[src/rtl/core/ssm_pkg.sv]
`timescale 1ns / 1ps
// ----------------------------------------------------------------------------
// ssm_pkg
// Shared types and constants for the sparse set membership engine.
// ----------------------------------------------------------------------------
package ssm_pkg;

    localparam int NUM_ELEMENTS = 256;
    localparam int ELEM_W       = 8;
    localparam int ACT_W        = 2;
    localparam int POS_W        = $clog2(NUM_ELEMENTS);
    localparam int COUNT_W      = $clog2(NUM_ELEMENTS + 1);

    typedef enum logic [ACT_W-1:0] {
        ACT_QUERY  = 2'd0,
        ACT_INSERT = 2'd1,
        ACT_REMOVE = 2'd2,
        ACT_CHOOSE = 2'd3
    } action_t;

    // One-hot sequencer states
    typedef enum logic [4:0] {
        S_CLEAR = 5'b00001,
        S_IDLE  = 5'b00010,
        S_LOOK  = 5'b00100,
        S_CHECK = 5'b01000,
        S_SWAP  = 5'b10000
    } state_t;

endpackage

[src/rtl/core/ssm_ram.sv]
`timescale 1ns / 1ps
// ----------------------------------------------------------------------------
// ssm_ram
// Simple dual-port RAM: one write port, one read port, registered read data.
// ----------------------------------------------------------------------------
module ssm_ram #(
    parameter int DEPTH = 256,
    parameter int WIDTH = 8
) (
    input  logic                     clk,
    input  logic                     we,
    input  logic [$clog2(DEPTH)-1:0] waddr,
    input  logic [WIDTH-1:0]         wdata,
    input  logic                     re,
    input  logic [$clog2(DEPTH)-1:0] raddr,
    output logic [WIDTH-1:0]         rdata
);

    logic [WIDTH-1:0] mem [DEPTH];
    logic [WIDTH-1:0] rdata_reg;

    always_ff @(posedge clk)
    begin
        if (we)
        begin
            mem[waddr] <= wdata;
        end
    end

    always_ff @(posedge clk)
    begin
        if (re)
        begin
            rdata_reg <= mem[raddr];
        end
    end

    assign rdata = rdata_reg;

endmodule

[src/rtl/core/sparse_set_membership_engine.sv]
`timescale 1ns / 1ps
// ----------------------------------------------------------------------------
// sparse_set_membership_engine
// Sparse set of 8-bit transition indices with query, insert, remove, choose.
// ----------------------------------------------------------------------------
// The set lives in two RAMs: a position table indexed by element and a member
// table indexed by slot, plus a member count register. An element belongs to
// the set only when its claimed slot is below the count and that slot names it
// back, so the membership logic works with any table contents. Even so, both
// RAMs are zeroed by a clearing pass after reset, one entry per cycle, and
// in_ready stays low until it ends. One transaction is worked on at a time.
// For query, insert, choose and a remove that misses, the sequencer issues
// the position read on accept, then the member read, then loads the result;
// a remove that hits adds a read of the last member and a swap step before
// the result. These steps follow from the chain of dependent reads through the
// single read port of each table (position, then member for the cross-check,
// then the last member for the swap). A new transaction is accepted as soon as
// the sequencer is idle, even while the previous result still waits in the
// output register; the sequencer only stalls at its final step until that
// register is free.
// ----------------------------------------------------------------------------
module sparse_set_membership_engine
    import ssm_pkg::*;
(
    input  logic               clk,
    input  logic               rst_n,
    input  logic               in_valid,
    output logic               in_ready,
    input  logic [ACT_W-1:0]   action,
    input  logic [ELEM_W-1:0]  element,
    output logic               out_valid,
    input  logic               out_ready,
    output logic               ok,
    output logic [ELEM_W-1:0]  chosen,
    output logic [COUNT_W-1:0] member_count
);

    // Sequencer and latched transaction
    state_t               state_reg, state_next;
    action_t              act_reg;
    logic [ELEM_W-1:0]    elem_reg;
    logic [COUNT_W-1:0]   count_reg, count_next;
    logic [POS_W-1:0]     clr_idx_reg;

    // Result register
    logic                 out_valid_reg;
    logic                 ok_reg, ok_next;
    logic [ELEM_W-1:0]    chosen_reg, chosen_next;
    logic [COUNT_W-1:0]   mcount_reg;

    // Table ports
    logic                 pos_we, pos_re;
    logic [POS_W-1:0]     pos_waddr, pos_wdata, pos_raddr, pos_q;
    logic                 mem_we, mem_re;
    logic [POS_W-1:0]     mem_waddr, mem_raddr;
    logic [ELEM_W-1:0]    mem_wdata, mem_q;

    logic                 accept;
    logic                 out_free;
    logic                 res_load;
    logic                 hit;
    logic [COUNT_W-1:0]   count_m1;

    assign in_ready = (state_reg == S_IDLE);
    assign accept   = in_valid && in_ready;
    assign out_free = !out_valid_reg || out_ready;
    assign count_m1 = count_reg - COUNT_W'(1);

    // Cross-check: claimed slot is live and names the element back
    assign hit = (COUNT_W'(pos_q) < count_reg) && (mem_q == elem_reg);

    ssm_ram #(
        .DEPTH (NUM_ELEMENTS),
        .WIDTH (POS_W)
    ) u_position_of (
        .clk   (clk),
        .we    (pos_we),
        .waddr (pos_waddr),
        .wdata (pos_wdata),
        .re    (pos_re),
        .raddr (pos_raddr),
        .rdata (pos_q)
    );

    ssm_ram #(
        .DEPTH (NUM_ELEMENTS),
        .WIDTH (ELEM_W)
    ) u_member_at (
        .clk   (clk),
        .we    (mem_we),
        .waddr (mem_waddr),
        .wdata (mem_wdata),
        .re    (mem_re),
        .raddr (mem_raddr),
        .rdata (mem_q)
    );

    // Position lookup is issued on accept
    assign pos_re    = accept;
    assign pos_raddr = POS_W'(element);

    always_comb
    begin
        state_next  = state_reg;
        count_next  = count_reg;
        res_load    = 1'b0;
        ok_next     = 1'b0;
        chosen_next = '0;
        pos_we      = 1'b0;
        pos_waddr   = POS_W'(elem_reg);
        pos_wdata   = count_reg[POS_W-1:0];
        mem_we      = 1'b0;
        mem_waddr   = count_reg[POS_W-1:0];
        mem_wdata   = elem_reg;
        mem_re      = 1'b0;
        mem_raddr   = pos_q;

        unique case (state_reg)
            S_CLEAR:
            begin
                // Zero one entry of each table per cycle
                pos_we    = 1'b1;
                pos_waddr = clr_idx_reg;
                pos_wdata = '0;
                mem_we    = 1'b1;
                mem_waddr = clr_idx_reg;
                mem_wdata = '0;
                if (clr_idx_reg == POS_W'(NUM_ELEMENTS - 1))
                begin
                    state_next = S_IDLE;
                end
            end
            S_IDLE:
            begin
                if (accept)
                begin
                    state_next = S_LOOK;
                end
            end
            S_LOOK:
            begin
                // Member read: slot zero for choose, claimed slot otherwise
                mem_re = 1'b1;
                if (act_reg == ACT_CHOOSE)
                begin
                    mem_raddr = '0;
                end
                state_next = S_CHECK;
            end
            S_CHECK:
            begin
                if (act_reg == ACT_REMOVE && hit)
                begin
                    // Fetch the last member for the swap
                    mem_re     = 1'b1;
                    mem_raddr  = count_m1[POS_W-1:0];
                    state_next = S_SWAP;
                end
                else if (out_free)
                begin
                    res_load   = 1'b1;
                    state_next = S_IDLE;
                    unique case (act_reg)
                        ACT_QUERY:
                        begin
                            ok_next = hit;
                        end
                        ACT_INSERT:
                        begin
                            if (!hit && count_reg < COUNT_W'(NUM_ELEMENTS))
                            begin
                                ok_next    = 1'b1;
                                pos_we     = 1'b1;
                                mem_we     = 1'b1;
                                count_next = count_reg + COUNT_W'(1);
                            end
                        end
                        ACT_CHOOSE:
                        begin
                            if (count_reg != '0)
                            begin
                                ok_next     = 1'b1;
                                chosen_next = mem_q;
                            end
                        end
                        ACT_REMOVE:
                        begin
                            ok_next = 1'b0;
                        end
                        default:
                        begin
                            ok_next = 1'b0;
                        end
                    endcase
                end
            end
            S_SWAP:
            begin
                if (out_free)
                begin
                    // Last member moves into the freed slot
                    mem_we     = 1'b1;
                    mem_waddr  = pos_q;
                    mem_wdata  = mem_q;
                    pos_we     = 1'b1;
                    pos_waddr  = POS_W'(mem_q);
                    pos_wdata  = pos_q;
                    count_next = count_m1;
                    ok_next    = 1'b1;
                    res_load   = 1'b1;
                    state_next = S_IDLE;
                end
            end
            default:
            begin
                state_next = S_IDLE;
            end
        endcase
    end

    always_ff @(posedge clk or negedge rst_n)
    begin
        if (!rst_n)
        begin
            state_reg     <= S_CLEAR;
            count_reg     <= '0;
            clr_idx_reg   <= '0;
            out_valid_reg <= 1'b0;
        end
        else
        begin
            state_reg <= state_next;
            count_reg <= count_next;
            if (state_reg == S_CLEAR)
            begin
                clr_idx_reg <= clr_idx_reg + POS_W'(1);
            end
            if (res_load)
            begin
                out_valid_reg <= 1'b1;
            end
            else if (out_ready)
            begin
                out_valid_reg <= 1'b0;
            end
        end
    end

    always_ff @(posedge clk)
    begin
        if (accept)
        begin
            act_reg  <= action_t'(action);
            elem_reg <= element;
        end
        if (res_load)
        begin
            ok_reg     <= ok_next;
            chosen_reg <= chosen_next;
            mcount_reg <= count_next;
        end
    end

    assign out_valid    = out_valid_reg;
    assign ok           = ok_reg;
    assign chosen       = chosen_reg;
    assign member_count = mcount_reg;

    // ------------------------------------------------------------------------
    // Assertions
    // ------------------------------------------------------------------------
    a_count_bound: assert property (@(posedge clk) disable iff (!rst_n)
        count_reg <= COUNT_W'(NUM_ELEMENTS))
        else $error("member count above table size");

    a_count_with_result: assert property (@(posedge clk) disable iff (!rst_n)
        (count_reg != $past(count_reg)) |-> $past(res_load))
        else $error("member count changed without a result");

    a_result_count: assert property (@(posedge clk) disable iff (!rst_n)
        res_load |=> (out_valid_reg && mcount_reg == count_reg))
        else $error("reported member count differs from state");

    a_one_at_a_time: assert property (@(posedge clk) disable iff (!rst_n)
        accept |=> !in_ready)
        else $error("second transaction accepted while busy");

endmodule

[config.mk]
export PLATFORM = sky130hd
export DESIGN_NAME = sparse_set_membership_engine
export DESIGN_NICKNAME = d
export VERILOG_FILES = /design/src/rtl/core/ssm_pkg.sv /design/src/rtl/core/ssm_ram.sv /design/src/rtl/core/sparse_set_membership_engine.sv
export SDC_FILE = /design/constraint.sdc
export NUM_CORES = 2
export LEC_CHECK = 0
export ABC_CLOCK_PERIOD_IN_PS = 17820
export BUFFER_PORTS_ARGS = -buffer_cell sky130_fd_sc_hd__buf_4
export CAP_MARGIN = 20
export CORE_UTILIZATION = 35
export CTS_BUF_LIST = sky130_fd_sc_hd__clkbuf_4
export CTS_CLUSTER_SIZE = 14
export DETAILED_ROUTE_END_ITERATION = 10
export HOLD_SLACK_MARGIN = 0.03
export PLACE_DENSITY = 0.58
export SLEW_MARGIN = 40
export SYNTH_ARGS = -nofsm -noshare
export SYNTH_HDL_FRONTEND = slang
export SYNTH_HIERARCHICAL = 1
export SYNTH_SLANG_ARGS = --single-unit
[constraint.sdc]
create_clock -name clk -period 17.82 [get_ports clk]
set_input_delay 1.782 -clock clk [delete_from_list [all_inputs] [get_ports clk]]
set_output_delay 1.782 -clock clk [all_outputs]
set_load 0.01 [all_outputs]
Word level (Yosys, flattened, before mapping)
Memory sizes are Yosys's and may differ from the RTL's. A register that Yosys moved wholly into a read port is not among the register bits.
Index checks and enable logic that the tools add are counted.
Word-level totals
  register bits: 51
  RAM bits: 4096
  input bits: 14
  output and inout bits: 20
  word-level logic and storage cells: 83
  memories kept: 2
Cells by class
  add/subtract/negate cells: 3
  $lt $le $gt $ge: 2
  equality and inequality tests: 12
  multiplexer cells: 39
  bitwise logic cells: 4
  reduce and logical (&&, ||, !) cells: 12
Memories
  u_member_at.mem: depth 256, bits a word 8, read ports 1, clocked after Yosys merged registers in 1, write ports 1, line ssm_ram.sv:19  | logic [WIDTH-1:0] mem [DEPTH];
  u_position_of.mem: depth 256, bits a word 8, read ports 1, clocked after Yosys merged registers in 1, write ports 1, line ssm_ram.sv:19
Operators with widths (number)
  $pmux W8 S2: 5
  $mux W9: 5
  $mux W8: 4
  $pmux W5 S5: 1
  $mux W5: 4
  $pmux W9 S2: 1
  $mux W1: 14
  $add A9 B1 Y9 const B: 1
  $lt A8 B9 Y1: 1
  $lt A9 B9 Y1 const B: 1
  $reduce_bool A9 Y1: 1
  $sub A9 B1 Y9 const B: 1
  $add A8 B1 Y8 const B: 1
  $eq A8 B8 Y1: 1
  $eq A8 B8 Y1 const B: 1
  $pmux W1 S2: 3
  $eq A5 B1 Y1 const B: 1
  $eq A5 B2 Y1 const B: 1
  $eq A5 B3 Y1 const B: 1
  $eq A5 B4 Y1 const B: 1
  $eq A5 B5 Y1 const B: 1
  $reduce_or A5 Y1: 1
  $eq A2 B2 Y1 const B: 2
  $logic_and A1 B1 Y1: 4
  other kinds (11): 15

Longest topological paths before layout
  depth in word-level cells: 11
  gate-level depth with buffers: 21
  depth with buffers taken out: 14

By module
Netlist, hierarchy kept.
By module, submodules not included
  ssm_ram: instances 2, cells an instance 3733, area each 79636.4 sq um, seq. area each 61739.2 sq um
  sparse_set_membership_engine: instances 1, cells an instance 314, area each 3079.2 sq um, seq. area each 1417.6 sq um

Least setup slack after synthesis
Ideal clock, no wire load.
  kind: in2reg
  from: in out_ready
  to: mem u_position_of.mem[0][5], data pin
  library setup time: 2.246 ns
  arrival: 12.852 ns
  data required time: 15.574 ns
  path slack: 2.722 ns
  stages on the path: 4
  path buffers: 1
  cells stage by stage: nor2b_1 nor3_4 buf_2 o31ai_1
Between the ends
  longest elaborated chain between the ends: 3
RTL lines
  from (decl): line sparse_set_membership_engine.sv:32  | input logic out_ready,
  $logic_or A1 B1 Y1: line sparse_set_membership_engine.sv:66  | assign out_free = !out_valid_reg || out_ready;
  $mux W8: line sparse_set_membership_engine.sv:199  | if (out_free)
  $pmux W8 S2: line sparse_set_membership_engine.sv:118  | unique case (state_reg)
  via pos_wdata[5]: line sparse_set_membership_engine.sv:53  | logic [POS_W-1:0] pos_waddr, pos_wdata, pos_raddr, pos_q;
  to (decl): line ssm_ram.sv:19
The timed path passes the listed nets, and every way through them passes these cells.

Final worst setup path
  from: reg count_reg[2]
  to: reg u_member_at.rdata_reg[1], in the netlist u_member_at/rdata[1], read port of u_member_at.mem, data pin
Between the ends
  longest elaborated chain between the ends: 5
  elaborated cells between the ends (all ways): 8
  classes of those cells: 1 x add/sub; 1 x order compare; 4 x mux; 2 x reduce/logical
RTL lines
  from (decl): line sparse_set_membership_engine.sv:42  | logic [COUNT_W-1:0] count_reg, count_next;
  from (signal assigned): line sparse_set_membership_engine.sv:233  | count_reg <= count_next;
  $lt A8 B9 Y1: line sparse_set_membership_engine.sv:70  | assign hit = (COUNT_W'(pos_q) < count_reg) && (mem_q == elem_reg);
  $logic_and A1 B1 Y1: line sparse_set_membership_engine.sv:70
  $logic_and A1 B1 Y1: line sparse_set_membership_engine.sv:152  | if (act_reg == ACT_REMOVE && hit)
  $mux W8: line sparse_set_membership_engine.sv:152
  $pmux W8 S2: line sparse_set_membership_engine.sv:118
  via mem_raddr[0]: line sparse_set_membership_engine.sv:55  | logic [POS_W-1:0] mem_waddr, mem_raddr;
  to (decl): line ssm_ram.sv:20  | logic [WIDTH-1:0] rdata_reg;
The timed path passes the listed nets, and every way through them passes these cells.
A chain may end at the register's enable or synchronous reset.

==> results <==
- The proportion of register bits with asynchronous set or reset after synthesis is 0.552%.
- The total number of placement rows is 249.
- The register-to-register path setup slack is 10.20 ns.
- In this run the worst hold path is classified as in2reg.
- The cell count after synthesis is 7780.
- For this run, the number of Yosys warnings is 6.
- The count of flip-flops with a built-in enable after synthesis is 4140.
- After global routing the overflow that remains totals 0.
- The destination of the worst register-to-register timing path is u_member_at/rdata[1]$_DFFE_PP_.
- Between clock sinks in the finished design, the worst skew comes to between 0.2 and 0.25 ns.
- The net load switching power is about 5900 uW.
- The internal power is 16400 uW.
- The remaining max-slew budget at the tightest pin is roughly 34%.
- The sequential share of power is a little over 50%.
- The checks that failed: DRC.
- After synthesis, flip-flops and latches occupy 76.9% of the total area.
- The count of vias placed by the detailed router is 83.9k.
- For this block, the initial DRC count from the detailed router was 8508.
- The number of cells after detailed placement is 13.7k.
- The share of the core filled with cells in the final layout is 39.9%.
- Buffers inserted during clock tree synthesis total 1133.
- The worst register-to-register path begins at count_reg[2]$_DFF_PN0_.
- After layout, the design draws a total of 22300 uW.
- The number of sinks driven by the clock tree is 4163.
- The first global-routing pass estimated 607000 um of wire.
- The count of nets left with antenna violations once routing finished came out at 0.
- The number of buffers inserted by port buffering is 33.
- Synthesis produced a netlist with a net count of slightly below 8k.
- The worst setup path is captured at a register.
- The critical path data arrival time is ~9 ns.
- The number of storage elements in the synthesis netlist is 4163.
- Of the cells placed in the final design, the portion with a size suffix greater than 1 is roughly a third.
- The post-synthesis average cell area is 20.9 um^2.
- Derived from the worst setup path, the maximum achievable clock frequency is ~130 MHz.
- The maximum number of pins on one net before global-route repair is 173.
- The category of the worst setup path launch point is a register.
- The library cell used most frequently in the layout, excluding fill and tap cells, is sky130_fd_sc_hd__edfxtp_1.
- The core region area is ~460000 um^2.
- For this configuration, the core starts out at a cell density of a little over a third.
- The final number of hold-violating endpoints was 0.
- The endpoint required time on the critical path is ~19 ns.
- TritonCTS built the clock tree.
- The flow ran to the end, but the final reports show violations.
- The die height is 683 um.
- The worst-case IR drop observed on VDD is 0.0882 mV.
- The type of the worst setup path is reg2reg.
- The destination of the worst hold path is act_reg[1]$_DFFE_PP_.
- For this design the static power due to leakage is 0.0557 uW.
- The root buffer cell is sky130_fd_sc_hd__clkbuf_4.
- In the routed design, unresolved DRC markers number 1.
- The clock passes through at most 5 buffers.
- Fill cells in the final layout number 41.1k.
- The die extent in x is 683 um.
- The pre-antenna-repair detailed-routing pass consisted of 8 iterations.
- The prevailing post-synth register cell is sky130_fd_sc_hd__edfxtp_1.
- Of the total power, combinational logic draws around 14%.
- The count of nets after finishing is slightly below 9k.
- Using the TritonRoute via totals, the vias-per-cell ratio works out to 5.42.
- The initial antenna violation count is 15.
- The worst register-to-register path has a depth of 19.
- The die covers 467000 um^2.
- The power per cell area is 121 nW/um^2.
- In the final routed layout, each cell accounts on average for 27.4 um.
- The reported max-cap violation count is 0.
- The total routing resource utilization after global routing is a little under a fifth.
- In the layout the commonest cells are sky130_fd_sc_hd__edfxtp_1 (4140), sky130_fd_sc_hd__clkbuf_4 (1543), sky130_fd_sc_hd__mux4_2 (908).
- The number of top-level pins is 34.
- The number of cells in the finished layout apart from fillers is 15.5k.
- Counting I/O delays and the setup requirement, the final critical path takes approximately 7.6 ns.
- Clock-pin slew was measured on the worst setup and hold paths at 0.07 ns.
- In this run, distinct cell masters in the synthesized netlist total 76.
- At the end of routability-driven placement, the weighted congestion stood at 0.873.
- The clock latency on the worst-skew pair is 1.75 ns.
- The worst hold path begins at action[1].
- The total half-perimeter wirelength after legalization and detailed placement is 256000 um.
- The number of levels the H-tree was split into is 7.
- The multi-input combinational cells in the finished layout cover a total of 35900 um^2.
- The number of global-route vias before repair is slightly below 90k.
- The largest registers in the layout are u_member_at/mem: 2048 flops, u_position_of/mem: 2048 flops.
- Along the worst hold path, the cell count comes to 1.
- Summed over all layers, the routed wires come to ~430000 um.
- The number of endpoints failing setup at the final stage is 0.
- The area growth from synthesis to layout is 13.2%.
- Setup repair after global routing left no endpoint under its margin.
- The switching share of power is 26.4%.
- After routing, the total negative slack on setup checks comes to 0 ns.
- The area taken by flip-flops and latches is 125000 um^2.
- In this run the cell area of the synthesized design comes to approximately 160000 um^2.
- The final clock period utilization by the worst path is 42.8%.
- The clock network is responsible for roughly a third of the overall power.
- The transition at the pin with the smallest max-transition slack is 0.976 ns.
- The final count of pins violating max slew is 0.
- The largest fanout of any net on the critical path is 39.
-- kinds of logic after synthesis --
kind of cell | share of synthesized area (%)
xor gates and xnor gates | 0.129
adders and majority gates | 0.0848
DFF | 76.9
buffers and inverters | 1.86
AOI/OAI and AO/OA | 3.58
muxes | 14.4
and+or+nand+nor | 3.04
-- timing repair --
| item | CTS | global route |
|---|---|---|
| hold buffers | 1 | 0 |
| setup endpoints to repair | 0 | 0 |
| hold endpoints to repair | 22 | 0 |
| buffers inserted | 0 | 0 |
| resized for setup | 0 | 0 |
-- per-layer routing --
layer | wire length [um] | vias up | global-route usage [%]
met5 | 13 | - | 0
met4 | 14200 | 2 | 7.38
met3 | 33800 | 723 | 4.66
met2 | 208000 | 3818 | 29.2
met1 | 169000 | 44400 | 23.4
li1 | - | 35000 | -
-- worst max path at each step --
stage                                start                           endpoint  slack, ns  cells after the start
global placement    count_reg[6]$_DFF_PN0_     u_member_at/rdata[5]$_DFFE_PP_       9.62                     17
CTS                 count_reg[2]$_DFF_PN0_     u_member_at/rdata[1]$_DFFE_PP_       9.88                     19
finish              count_reg[2]$_DFF_PN0_     u_member_at/rdata[1]$_DFFE_PP_      10.20                     19
global route        count_reg[6]$_DFF_PN0_     u_member_at/rdata[1]$_DFFE_PP_       9.65                     19
floorplan                        out_ready  u_position_of/mem[0][5]$_DFFE_PP_       2.72                      4
detailed placement  count_reg[2]$_DFF_PN0_     u_member_at/rdata[1]$_DFFE_PP_       9.83                     19
-- stage by stage --
stage	hold WS [ns]	area, um^2	worst slack (ns)
6_report	0.388	184000	10.20
4_1_cts	0.147	183000	9.88
3_5_place_dp	0.515	170000	9.83
2_1_floorplan	0.479	162000	2.72
3_3_place_gp	0.508	169000	9.62
5_1_grt	0.196	184000	9.65
-- cell usage after synthesis, types with 25 or more instances --
cell,number,area (um^2)
sky130_fd_sc_hd__edfxtp_1,4140,124000
sky130_fd_sc_hd__mux4_2,908,20400
sky130_fd_sc_hd__nor2_1,581,2180
sky130_fd_sc_hd__mux2i_1,276,2760
sky130_fd_sc_hd__a22oi_1,266,2000
sky130_fd_sc_hd__clkbuf_1,226,848
sky130_fd_sc_hd__a21oi_1,199,996
sky130_fd_sc_hd__nand2_1,118,443
sky130_fd_sc_hd__nand3_1,94,470
sky130_fd_sc_hd__o221ai_1,92,806
sky130_fd_sc_hd__buf_2,69,345
sky130_fd_sc_hd__nor2b_1,64,400
sky130_fd_sc_hd__o22ai_1,56,350
sky130_fd_sc_hd__buf_4,55,413
sky130_fd_sc_hd__nor4_1,54,338
sky130_fd_sc_hd__nor3_1,49,245
sky130_fd_sc_hd__buf_1,44,165
sky130_fd_sc_hd__buf_6,43,484
sky130_fd_sc_hd__a211oi_1,33,248
sky130_fd_sc_hd__a221oi_1,26,228
sky130_fd_sc_hd__buf_8,26,390
sky130_fd_sc_hd__nand4_1,25,156
-- layout make-up --
class,instances,share of cell area (%)
Antenna cell,30,0.0409
Multi-Input combinational cell,3126,19.5
Clock inverter,230,0.654
Timing Repair Buffer,249,1.29
Tap cell,6149,4.19
Inverter,12,0.0252
Sequential cell,4163,68.0
Clock buffer,1543,6.30
-- power groups by stage --
| stage | Clock, uW | Sequential [uW] | Combinational [uW] |
|---|---|---|---|
| after floorplan | 0 | 11800 | 1830 |
| after global placement | 0 | 11600 | 2980 |
| after detailed placement | 0 | 11600 | 3090 |
| after CTS | 8050 | 11400 | 3090 |
| after global routing | 8540 | 11400 | 3260 |
| final | 7820 | 11400 | 3110 |
-- worst max-delay path: stages, from the launching register on --
cell,delay (ns)
sky130_fd_sc_hd__dfrtp_1,0.52
sky130_fd_sc_hd__inv_1,0.09
sky130_fd_sc_hd__ha_1,0.32
sky130_fd_sc_hd__a21o_1,0.17
sky130_fd_sc_hd__a31oi_1,0.22
sky130_fd_sc_hd__o21ai_1,0.18
sky130_fd_sc_hd__a21o_1,0.35
sky130_fd_sc_hd__nor3_2,0.42
sky130_fd_sc_hd__buf_4,0.36
sky130_fd_sc_hd__mux2i_4,0.28
sky130_fd_sc_hd__buf_4,0.47
sky130_fd_sc_hd__buf_4,0.69
sky130_fd_sc_hd__buf_6,0.55
sky130_fd_sc_hd__buf_4,0.70
sky130_fd_sc_hd__mux4_2,0.58
sky130_fd_sc_hd__nor2b_1,0.15
sky130_fd_sc_hd__a211oi_1,0.26
sky130_fd_sc_hd__nor3_1,0.10
sky130_fd_sc_hd__nor4_2,0.70
sky130_fd_sc_hd__nor4_1,0.15
(Power assumes the default switching activity.)
